[src/design/esu_pkg.sv]
// Package: escape decoder codes, character constants, item types and UTF-8 helpers.
`timescale 1ns / 1ps
package esu_pkg;

  localparam logic [2:0] MODE_TEXT = 3'd0;
  localparam logic [2:0] MODE_ESC  = 3'd1;
  localparam logic [2:0] MODE_OCT  = 3'd2;
  localparam logic [2:0] MODE_X    = 3'd3;
  localparam logic [2:0] MODE_U4   = 3'd4;
  localparam logic [2:0] MODE_U8   = 3'd5;

  localparam logic [7:0] CH_NUL    = 8'h00;
  localparam logic [7:0] CH_BSLASH = 8'h5C;
  localparam logic [7:0] CH_LC_N   = 8'h6E;
  localparam logic [7:0] CH_LC_T   = 8'h74;
  localparam logic [7:0] CH_LC_R   = 8'h72;
  localparam logic [7:0] CH_LC_B   = 8'h62;
  localparam logic [7:0] CH_LC_F   = 8'h66;
  localparam logic [7:0] CH_LC_V   = 8'h76;
  localparam logic [7:0] CH_LC_A   = 8'h61;
  localparam logic [7:0] CH_LC_X   = 8'h78;
  localparam logic [7:0] CH_LC_U   = 8'h75;
  localparam logic [7:0] CH_UC_U   = 8'h55;
  localparam logic [7:0] CH_0      = 8'h30;
  localparam logic [7:0] CH_7      = 8'h37;
  localparam logic [7:0] CH_9      = 8'h39;
  localparam logic [7:0] CH_UC_A   = 8'h41;
  localparam logic [7:0] CH_UC_F   = 8'h46;
  localparam logic [7:0] CH_UC_F_A = 8'h61;
  localparam logic [7:0] CH_LC_F_F = 8'h66;

  localparam logic [7:0] CTL_LF  = 8'h0A;
  localparam logic [7:0] CTL_TAB = 8'h09;
  localparam logic [7:0] CTL_CR  = 8'h0D;
  localparam logic [7:0] CTL_BS  = 8'h08;
  localparam logic [7:0] CTL_FF  = 8'h0C;
  localparam logic [7:0] CTL_VT  = 8'h0B;
  localparam logic [7:0] CTL_BEL = 8'h07;

  localparam logic [31:0] CP_LIM1 = 32'h80;
  localparam logic [31:0] CP_LIM2 = 32'h800;
  localparam logic [31:0] CP_LIM3 = 32'h10000;
  localparam logic [31:0] CP_LIM4 = 32'h110000;

  localparam logic [3:0] MAXD_OCT = 4'd3;
  localparam logic [3:0] MAXD_X   = 4'd2;
  localparam logic [3:0] MAXD_U4  = 4'd4;
  localparam logic [3:0] MAXD_U8  = 4'd8;

  localparam int unsigned RUN_MAX = 5;

  typedef struct packed {
    logic [RUN_MAX-1:0][7:0] bytes;
    logic [2:0]              cnt;
    logic                    last;
  } run_t;

  typedef struct packed {
    logic [2:0]      cnt;
    logic [3:0][7:0] bytes;
  } utf8_t;

  typedef struct packed {
    logic        en;
    logic [31:0] cp;
  } pend_t;

  typedef struct packed {
    logic ok;
    logic [3:0] val;
  } digit_t;

  function automatic utf8_t utf8_enc(input logic [31:0] cp);
    utf8_t r;
    r = '0;
    if (cp < CP_LIM1) begin
      r.cnt = 3'd1;
      r.bytes[0] = cp[7:0];
    end else if (cp < CP_LIM2) begin
      r.cnt = 3'd2;
      r.bytes[0] = {3'b110, cp[10:6]};
      r.bytes[1] = {2'b10, cp[5:0]};
    end else if (cp < CP_LIM3) begin
      r.cnt = 3'd3;
      r.bytes[0] = {4'b1110, cp[15:12]};
      r.bytes[1] = {2'b10, cp[11:6]};
      r.bytes[2] = {2'b10, cp[5:0]};
    end else if (cp < CP_LIM4) begin
      r.cnt = 3'd4;
      r.bytes[0] = {5'b11110, cp[20:18]};
      r.bytes[1] = {2'b10, cp[17:12]};
      r.bytes[2] = {2'b10, cp[11:6]};
      r.bytes[3] = {2'b10, cp[5:0]};
    end
    return r;
  endfunction

  function automatic digit_t hex_decode(input logic [7:0] b);
    digit_t d;
    d = '0;
    if (b >= CH_0 && b <= CH_9) begin
      d.ok = 1'b1;
      d.val = 4'(b - CH_0);
    end else if (b >= CH_UC_A && b <= CH_UC_F) begin
      d.ok = 1'b1;
      d.val = 4'(b - CH_UC_A + 8'd10);
    end else if (b >= CH_UC_F_A && b <= CH_LC_F_F) begin
      d.ok = 1'b1;
      d.val = 4'(b - CH_UC_F_A + 8'd10);
    end
    return d;
  endfunction

  // What a pending numeric escape stands for when it is cut short.
  function automatic pend_t pending_point(input logic [2:0] mode, input logic [3:0] cnt,
                                          input logic [31:0] acc);
    pend_t p;
    p = '0;
    if (cnt != 4'd0) begin
      p.en = 1'b1;
      p.cp = acc;
    end else if (mode == MODE_X) begin
      p.en = 1'b1;
      p.cp = {24'd0, CH_LC_X};
    end else if (mode == MODE_U4) begin
      p.en = 1'b1;
      p.cp = {24'd0, CH_LC_U};
    end else if (mode == MODE_U8) begin
      p.en = 1'b1;
      p.cp = {24'd0, CH_UC_U};
    end
    return p;
  endfunction

  function automatic logic is_numeric(input logic [2:0] mode);
    return mode >= MODE_OCT && mode <= MODE_U8;
  endfunction

endpackage

[src/design/esu_if.sv]
// Interfaces: input byte channel and result channel.
`timescale 1ns / 1ps
interface esu_in_if;
  logic       valid;
  logic       ready;
  logic [7:0] in_byte;
  logic       in_last;
  modport source (output valid, output in_byte, output in_last, input ready);
  modport sink (input valid, input in_byte, input in_last, output ready);
endinterface

interface esu_out_if;
  logic       valid;
  logic       ready;
  logic [7:0] out_byte;
  logic       byte_present;
  logic       run_last;
  logic       end_of_string;
  modport source (output valid, output out_byte, output byte_present, output run_last,
                  output end_of_string, input ready);
  modport sink (input valid, input out_byte, input byte_present, input run_last,
                input end_of_string, output ready);
endinterface

[src/design/esu_parse.sv]
// Escape parser: decoder state and the run of result bytes for one input item.
`timescale 1ns / 1ps
module esu_parse import esu_pkg::*; (
  input  logic       clk,
  input  logic       rst_n,
  input  logic       accept,
  input  logic [7:0] in_byte,
  input  logic       in_last,
  output run_t       run
);

  logic [2:0]  mode_r, mode_nxt, mode_p;
  logic [3:0]  cnt_r, cnt_nxt, cnt_p, cnt_inc, maxd;
  logic [31:0] acc_r, acc_nxt, acc_p, acc_n;
  logic        disc_r, disc_nxt, disc_p;
  logic        flush_en, tail_en, oct_ok, dig_ok;
  logic [31:0] flush_cp;
  logic [7:0]  tail_byte;
  logic [2:0]  fc;
  digit_t      hx;
  pend_t       pd;
  utf8_t       enc;

  always_comb begin
    mode_p    = mode_r;
    cnt_p     = cnt_r;
    acc_p     = acc_r;
    disc_p    = disc_r;
    flush_en  = 1'b0;
    flush_cp  = '0;
    tail_en   = 1'b0;
    tail_byte = in_byte;
    pd        = '0;

    oct_ok  = in_byte >= CH_0 && in_byte <= CH_7;
    hx      = hex_decode(in_byte);
    cnt_inc = cnt_r + 4'd1;
    if (mode_r == MODE_OCT) begin
      maxd    = MAXD_OCT;
      dig_ok  = oct_ok;
      acc_n   = {acc_r[28:0], in_byte[2:0]};
    end else begin
      maxd    = (mode_r == MODE_X) ? MAXD_X : (mode_r == MODE_U4) ? MAXD_U4 : MAXD_U8;
      dig_ok  = hx.ok;
      acc_n   = {acc_r[27:0], hx.val};
    end

    if (!disc_r) begin
      if (mode_r == MODE_ESC) begin
        mode_p = MODE_TEXT;
        cnt_p  = '0;
        acc_p  = '0;
        case (in_byte)
          CH_LC_N: begin tail_en = 1'b1; tail_byte = CTL_LF;  end
          CH_LC_T: begin tail_en = 1'b1; tail_byte = CTL_TAB; end
          CH_LC_R: begin tail_en = 1'b1; tail_byte = CTL_CR;  end
          CH_LC_B: begin tail_en = 1'b1; tail_byte = CTL_BS;  end
          CH_LC_F: begin tail_en = 1'b1; tail_byte = CTL_FF;  end
          CH_LC_V: begin tail_en = 1'b1; tail_byte = CTL_VT;  end
          CH_LC_A: begin tail_en = 1'b1; tail_byte = CTL_BEL; end
          CH_LC_X: mode_p = MODE_X;
          CH_LC_U: mode_p = MODE_U4;
          CH_UC_U: mode_p = MODE_U8;
          CH_NUL:  disc_p = 1'b1;
          default: begin
            if (oct_ok) begin
              mode_p = MODE_OCT;
              acc_p  = {29'd0, in_byte[2:0]};
              cnt_p  = 4'd1;
            end else begin
              tail_en = 1'b1;
            end
          end
        endcase
      end else if (is_numeric(mode_r) && dig_ok && cnt_r < maxd) begin
        if (cnt_inc >= maxd) begin
          flush_en = 1'b1;
          flush_cp = acc_n;
          mode_p   = MODE_TEXT;
          cnt_p    = '0;
          acc_p    = '0;
        end else begin
          acc_p = acc_n;
          cnt_p = cnt_inc;
        end
      end else begin
        if (is_numeric(mode_r)) begin
          pd       = pending_point(mode_r, cnt_r, acc_r);
          flush_en = pd.en;
          flush_cp = pd.cp;
          cnt_p    = '0;
          acc_p    = '0;
        end
        mode_p = MODE_TEXT;
        if (in_byte == CH_NUL) begin
          disc_p = 1'b1;
        end else if (in_byte == CH_BSLASH) begin
          mode_p = MODE_ESC;
        end else begin
          tail_en = 1'b1;
        end
      end
    end

    // end of string flushes a numeric escape still open
    if (in_last && !disc_p && is_numeric(mode_p)) begin
      pd       = pending_point(mode_p, cnt_p, acc_p);
      flush_en = pd.en;
      flush_cp = pd.cp;
    end

    enc = utf8_enc(flush_cp);
    fc  = flush_en ? enc.cnt : 3'd0;
    for (int i = 0; i < RUN_MAX - 1; i++) begin
      run.bytes[i] = (3'(i) < fc) ? enc.bytes[i] : tail_byte;
    end
    run.bytes[RUN_MAX-1] = tail_byte;
    run.cnt  = fc + {2'b00, tail_en};
    run.last = in_last;

    if (in_last) begin
      mode_nxt = MODE_TEXT;
      cnt_nxt  = '0;
      acc_nxt  = '0;
      disc_nxt = 1'b0;
    end else begin
      mode_nxt = mode_p;
      cnt_nxt  = cnt_p;
      acc_nxt  = acc_p;
      disc_nxt = disc_p;
    end
  end

  always_ff @(posedge clk) begin
    if (!rst_n) begin
      mode_r <= MODE_TEXT;
      cnt_r  <= '0;
      acc_r  <= '0;
      disc_r <= 1'b0;
    end else if (accept) begin
      mode_r <= mode_nxt;
      cnt_r  <= cnt_nxt;
      acc_r  <= acc_nxt;
      disc_r <= disc_nxt;
    end
  end

endmodule

[src/design/esu_emit.sv]
// Result register: holds one item's run of bytes and hands them out one per cycle while out_ready is high.
`timescale 1ns / 1ps
module esu_emit import esu_pkg::*; (
  input  logic       clk,
  input  logic       rst_n,
  input  logic       accept,
  input  run_t       run,
  output logic       in_ready,
  output logic       out_valid,
  input  logic       out_ready,
  output logic [7:0] out_byte,
  output logic       byte_present,
  output logic       run_last,
  output logic       end_of_string
);

  run_t       buf_r;
  logic [2:0] idx_r, idx_nxt;
  logic       vld_r, vld_nxt;
  logic       fin, load;

  always_comb begin
    fin      = (buf_r.cnt == 3'd0) || (idx_r == buf_r.cnt - 3'd1);
    in_ready = !vld_r || (out_ready && fin);
    load     = accept && (run.cnt != 3'd0 || run.last);

    vld_nxt = vld_r;
    idx_nxt = idx_r;
    if (accept) begin
      vld_nxt = load;
      idx_nxt = '0;
    end else if (vld_r && out_ready) begin
      if (fin) begin
        vld_nxt = 1'b0;
      end else begin
        idx_nxt = idx_r + 3'd1;
      end
    end
  end

  always_ff @(posedge clk) begin
    if (!rst_n) begin
      vld_r <= 1'b0;
      idx_r <= '0;
    end else begin
      vld_r <= vld_nxt;
      idx_r <= idx_nxt;
    end
  end

  always_ff @(posedge clk) begin
    if (load) begin
      buf_r <= run;
    end
  end

  assign out_valid     = vld_r;
  assign byte_present  = buf_r.cnt != 3'd0;
  assign out_byte      = byte_present ? buf_r.bytes[idx_r] : 8'h00;
  assign run_last      = fin;
  assign end_of_string = fin && buf_r.last;

endmodule

[src/design/escape_unescape_to_utf8.sv]
// Top level: C escape unescaper with UTF-8 encoding of numeric escapes.
//
//  channel  dir  payload                                           handshake
//  in_ch    in   in_byte[7:0], in_last                             valid/ready
//  out_ch   out  out_byte[7:0], byte_present, run_last,            valid/ready
//                end_of_string
//
// One input item per cycle while in_ready is high; each item leaves 0 to 5 result items,
// one per cycle while out_ready is high. The single result register sets the rate: an item
// with results holds the input until its last result is taken; one with none does not hold it.
// The result is registered and appears in the cycle after the item is accepted.
// rst_n is synchronous, active low; it clears the decoder state and the result register's valid flag and index.
// out_ready low stalls the result register, and the input with it once full.
`timescale 1ns / 1ps
module escape_unescape_to_utf8 import esu_pkg::*; (
  input  logic      clk,
  input  logic      rst_n,
  esu_in_if.sink    in_ch,
  esu_out_if.source out_ch
);

  logic in_ready;
  logic in_acc;
  run_t run;

  assign in_ch.ready = in_ready;
  assign in_acc      = in_ch.valid && in_ready;

  esu_parse u_parse (
    .clk     (clk),
    .rst_n   (rst_n),
    .accept  (in_acc),
    .in_byte (in_ch.in_byte),
    .in_last (in_ch.in_last),
    .run     (run)
  );

  esu_emit u_emit (
    .clk           (clk),
    .rst_n         (rst_n),
    .accept        (in_acc),
    .run           (run),
    .in_ready      (in_ready),
    .out_valid     (out_ch.valid),
    .out_ready     (out_ch.ready),
    .out_byte      (out_ch.out_byte),
    .byte_present  (out_ch.byte_present),
    .run_last      (out_ch.run_last),
    .end_of_string (out_ch.end_of_string)
  );

`ifndef SYNTHESIS
  a_bare_is_end: assert property (@(posedge clk) disable iff (!rst_n)
    out_ch.valid && !out_ch.byte_present |-> out_ch.run_last && out_ch.end_of_string)
    else $error("bare result not marked as end of string");

  a_last_gives_result: assert property (@(posedge clk) disable iff (!rst_n)
    in_acc && in_ch.in_last |=> out_ch.valid)
    else $error("last item produced no result");

  a_no_take_mid_run: assert property (@(posedge clk) disable iff (!rst_n)
    out_ch.valid && !out_ch.run_last |-> !in_ch.ready)
    else $error("input taken while a run is still being sent");
`endif

endmodule
[src/flat_wrapper.sv]
// flat-port wrapper written by rule: the top's interface ports become plain ports
module escape_unescape_to_utf8_flat import esu_pkg::*;
  (clk, rst_n, in_ch_valid, in_ch_in_byte, in_ch_in_last, in_ch_ready, out_ch_valid, out_ch_out_byte, out_ch_byte_present, out_ch_run_last, out_ch_end_of_string, out_ch_ready);
  esu_in_if in_ch_i ();
  esu_out_if out_ch_i ();
  input  logic clk;
  input  logic rst_n;
  input wire logic [$bits(in_ch_i.valid)-1:0] in_ch_valid;
  input wire logic [$bits(in_ch_i.in_byte)-1:0] in_ch_in_byte;
  input wire logic [$bits(in_ch_i.in_last)-1:0] in_ch_in_last;
  output wire logic [$bits(in_ch_i.ready)-1:0] in_ch_ready;
  output wire logic [$bits(out_ch_i.valid)-1:0] out_ch_valid;
  output wire logic [$bits(out_ch_i.out_byte)-1:0] out_ch_out_byte;
  output wire logic [$bits(out_ch_i.byte_present)-1:0] out_ch_byte_present;
  output wire logic [$bits(out_ch_i.run_last)-1:0] out_ch_run_last;
  output wire logic [$bits(out_ch_i.end_of_string)-1:0] out_ch_end_of_string;
  input wire logic [$bits(out_ch_i.ready)-1:0] out_ch_ready;
  assign in_ch_i.valid = in_ch_valid;
  assign in_ch_i.in_byte = in_ch_in_byte;
  assign in_ch_i.in_last = in_ch_in_last;
  assign in_ch_ready = in_ch_i.ready;
  assign out_ch_valid = out_ch_i.valid;
  assign out_ch_out_byte = out_ch_i.out_byte;
  assign out_ch_byte_present = out_ch_i.byte_present;
  assign out_ch_run_last = out_ch_i.run_last;
  assign out_ch_end_of_string = out_ch_i.end_of_string;
  assign out_ch_i.ready = out_ch_ready;
  escape_unescape_to_utf8 u_core (.clk(clk), .rst_n(rst_n), .in_ch(in_ch_i), .out_ch(out_ch_i));
endmodule
[config.mk]
export PLATFORM = sky130hd
export DESIGN_NAME = escape_unescape_to_utf8_flat
export DESIGN_NICKNAME = d
export VERILOG_FILES = /design/src/design/esu_pkg.sv /design/src/design/esu_if.sv /design/src/design/esu_parse.sv /design/src/design/esu_emit.sv /design/src/design/escape_unescape_to_utf8.sv /design/src/flat_wrapper.sv
export SDC_FILE = /design/constraint.sdc
export NUM_CORES = 1
export LEC_CHECK = 0
export BUFFER_PORTS_ARGS = -buffer_cell sky130_fd_sc_hd__clkbuf_2
export CAP_MARGIN = 20
export CORE_ASPECT_RATIO = 1.2
export CORE_UTILIZATION = 50
export DETAILED_ROUTE_END_ITERATION = 16
export PLACE_DENSITY = 0.67
export SLEW_MARGIN = 15
export SYNTH_ARGS = -nofsm -noshare
export SYNTH_HDL_FRONTEND = slang
export SYNTH_SLANG_ARGS = --single-unit
[constraint.sdc]
create_clock -name clk -period 9.3 [get_ports clk]
set_clock_uncertainty 0.15 [all_clocks]
set_input_delay 1.86 -clock clk [delete_from_list [all_inputs] [get_ports clk]]
set_output_delay 1.86 -clock clk [all_outputs]
set_load 0.01 [all_outputs]
==> impl_metrics.env <==
export IMPL_syn_to_final_growth_pct=7.37
export IMPL_clock_fmax_mhz=133
export IMPL_rsz0062_at_grt="no"
export IMPL_cts_tree="built"
export IMPL_grt_antenna_before_repair=0
export IMPL_firstDrtPassIters=7
export IMPL_die_area_mm2=0.0136
export IMPL_n_antenna_cell=0
export IMPL_cts_max_path_buffers=2
export IMPL_detail_route_antenna_nets=0
export IMPL_startpoint_type="input port"
export IMPL_status="finished clean"
export IMPL_finalHoldViolCount=0
export IMPL_vias=6249
export IMPL_fin_crit_ns=7.51
export IMPL_place_congestion=0.998
export IMPL_grt_ovfl_total=0
export IMPL_power_density_mw_per_mm2=120
export IMPL_layout_commonest_cell="nand2_1"
export IMPL_die_h_um=128
export IMPL_cap_violations=0
export IMPL_grt_pass1_vias=5836
export IMPL_tightest_slew_ns=1.12
export IMPL_ys_flop_type="edfxtp_1"
export IMPL_async_flop_share_pct=0
export IMPL_regArea_mm2=0.00220
export IMPL_multi_input_area_mm2=0.00403
export IMPL_io_pins=26
export IMPL_setup_viol=0
export IMPL_yosysWarnings=0
export IMPL_ys_ff_latch=88
export IMPL_post_cts_buffers=0
export IMPL_crit_arrival_ns=7.46
export IMPL_peakVddDrop_uv=104
export IMPL_reg2reg_depth=26
export IMPL_criticalPathCategory="in -> reg"
export IMPL_cp_end_kind="flop"
export IMPL_syn_inst=780
export IMPL_start_util_pct=51.7
export IMPL_final_cell_mix="nand2_1 (83), nor2_1 (67), o21ai_0 (66), a21oi_1 (55)"
export IMPL_drive_gt1_share_pct=11.8
export IMPL_timing_critical_path_fanout_max=33
export IMPL_min_to="u_core.u_parse.acc_r[31]"
export IMPL_crit_required_ns=9.25
export IMPL_first_iter_violations=603
export IMPL_vias_per_cell=6.61
export IMPL_yosys_cell_types_count=86
export IMPL_grt_util_all_layers_pct=30.3
export IMPL_syn_area_per_cell_um2=8.44
export IMPL_cts_htree_levels=3
export IMPL_final_util_pct=55.6
export IMPL_wl_per_cell_um=20.9
export IMPL_cts_root_buf="clkbuf_16"
export IMPL_slew_headroom_pct=25.2
export IMPL_fin_nets=811
export IMPL_filler_cell_count=1204
export IMPL_syn_area_mm2=0.00658
export IMPL_reg2reg_slack_ns=2.11
export IMPL_drc_errors=0
export IMPL_ys_seq_area_share_pct=33.4
export IMPL_holdBufCountCts=0
export IMPL_hold_depth=2
export IMPL_r2r_start="u_core.u_parse.mode_r[1]"
export IMPL_cts_reportedPaths_clkPinSlew_ns=0.06
export IMPL_min_from="u_core.u_parse.acc_r[31]"
export IMPL_grt_pass1_wl_um=31600
export IMPL_synth_edf_count=44
export IMPL_clk_insertion_delay_late_ns=0.36
export IMPL_placementRows=45
export IMPL_power_leakage_uw=0.00256
export IMPL_chipWidth_um=107
export IMPL_dpl_hpwl_um=14700
export IMPL_hold_path_class="reg -> reg"
export IMPL_setup_tns_ns=0
export IMPL_routed_wl_um=19700
export IMPL_fin_crit_sh_pct=80.7
export IMPL_grt_max_degree=45
export IMPL_numPortBuffers=25
export IMPL_reg2reg_to="u_core.u_emit.buf_r[32]"
export IMPL_cts_sinks=88
export IMPL_ctsResizeCount=0
export IMPL_slew_violations=0
export IMPL_synthesis_nets=815
export IMPL_cts_made_buffers=9
export IMPL_core_area_mm2=0.0127
## cell families (layout without fill, tap and decap cells)
kind of cell | after synthesis | after routing | synth area share (%)
and+or+nand+nor | 261 | 261 | 19.1
AOI/OAI and AO/OA | 265 | 265 | 27.3
adders and majority gates | 22 | 22 | 4.18
muxes | 50 | 50 | 9.16
buffers and inverters | 84 | 85 | 5.53
xor gates and xnor gates | 10 | 10 | 1.33
DFF | 88 | 88 | 33.4
## Yosys cell counts, drive strengths merged, types with 7 or more instances
| cell type | instances | area, µm² |
|---|---|---|
| mux4 | 8 | 180 |
| dfxtp | 44 | 881 |
| a22oi | 14 | 105 |
| nand3 | 18 | 90.1 |
| a211oi | 7 | 57.6 |
| buf | 27 | 146 |
| a21oi | 57 | 293 |
| a22o | 16 | 140 |
| clkbuf | 25 | 95.1 |
| a31oi | 17 | 121 |
| inv | 31 | 119 |
| nand2b | 11 | 76.3 |
| edfxtp | 44 | 1320 |
| o22ai | 20 | 125 |
| o31ai | 8 | 60.1 |
| ha | 22 | 275 |
| xnor2 | 7 | 61.3 |
| nor3 | 25 | 130 |
| nor2 | 70 | 273 |
| o21ai | 73 | 377 |
| mux2i | 40 | 400 |
| or3 | 12 | 75.1 |
| nand2 | 84 | 318 |
## flip-flops by register name, indices dropped and copies added (netlist names)
name	cells
u_core.u_parse.mode_r	3
u_core.u_parse.acc_r	32
u_core.u_emit.out_valid	1
u_core.u_parse.disc_r	1
u_core.u_parse.cnt_r	4
u_core.u_emit.buf_r	44
u_core.u_emit.idx_r	3
## layer usage
layer | track usage [%] | share of wire, % | vias to the layer above
li1 | - | - | 2924
met1 | 37.3 | 41 | 2987
met2 | 50.1 | 48 | 287
met3 | 6.00 | 6.7 | 51
met4 | 15.6 | 3.9 | 0
met5 | 0 | 0 | -
## worst max-delay path, cell delays in order
cell	delay [ns]
clkbuf_2	0.20
inv_1	0.12
ha_1	0.30
or3b_1	0.19
nand4b_1	0.14
nor2_1	0.36
o21ai_0	0.32
o31ai_1	0.42
inv_1	0.11
ha_1	0.28
nand2b_1	0.14
o21ai_1	0.07
buf_4	0.26
or4_1	0.56
nand2_1	0.15
nor3_1	0.09
and2_4	0.22
nand2_1	0.11
a21oi_1	0.08
ha_1	0.23
ha_1	0.19
xor2_1	0.17
nor4_1	0.44
nor2_4	0.19
buf_12	0.22
## how the worst max path moves through the flow
stage                          start                       to  slack [ns]  cells after the start
finish              in_ch_in_byte[0]  u_core.u_emit.buf_r[32]        1.79                     25
global route        in_ch_in_byte[0]  u_core.u_emit.buf_r[32]        1.20                     25
CTS                 in_ch_in_byte[0]  u_core.u_emit.buf_r[32]        1.57                     24
detailed placement  in_ch_in_byte[0]  u_core.u_emit.buf_r[22]        1.21                     25
global placement    in_ch_in_byte[0]  u_core.u_emit.buf_r[22]        1.45                     24
floorplan           in_ch_in_byte[0]   u_core.u_emit.buf_r[0]        0.75                     25
## through the flow
step | total power, µW | hold slack [ns] | instances | setup WS (ns) | cell area [µm²]
after global placement | 500 | 0.295 | 927 | 1.45 | 6760
after detailed placement | 503 | 0.293 | 928 | 1.21 | 6760
after CTS | 854 | 0.307 | 944 | 1.57 | 7050
final | 852 | 0.304 | 945 | 1.79 | 7070
after floorplan | 481 | 0.276 | 780 | 0.752 | 6580
after global routing | 880 | 0.342 | 945 | 1.20 | 7070
## area by class of cell
type                    count  area share [%]
well taps                 164            2.90
clock inverters             2           0.159
inverters                  32            1.73
multi-input cells         608            56.9
clock buffers              14            3.89
repair buffers             37            3.22
flip-flops and latches     88            31.2
## report_power, final
| group | internal (µW) | leakage [µW] | switching [µW] |
|---|---|---|---|
| combinational | 25.2 | 0.00164 | 43.5 |
| sequential | 423 | 0.000772 | 5.07 |
| clock | 205 | 0.000142 | 150 |
| total | 653 | 0.00256 | 199 |
Note: power is estimated with default switching activity, not from simulation.
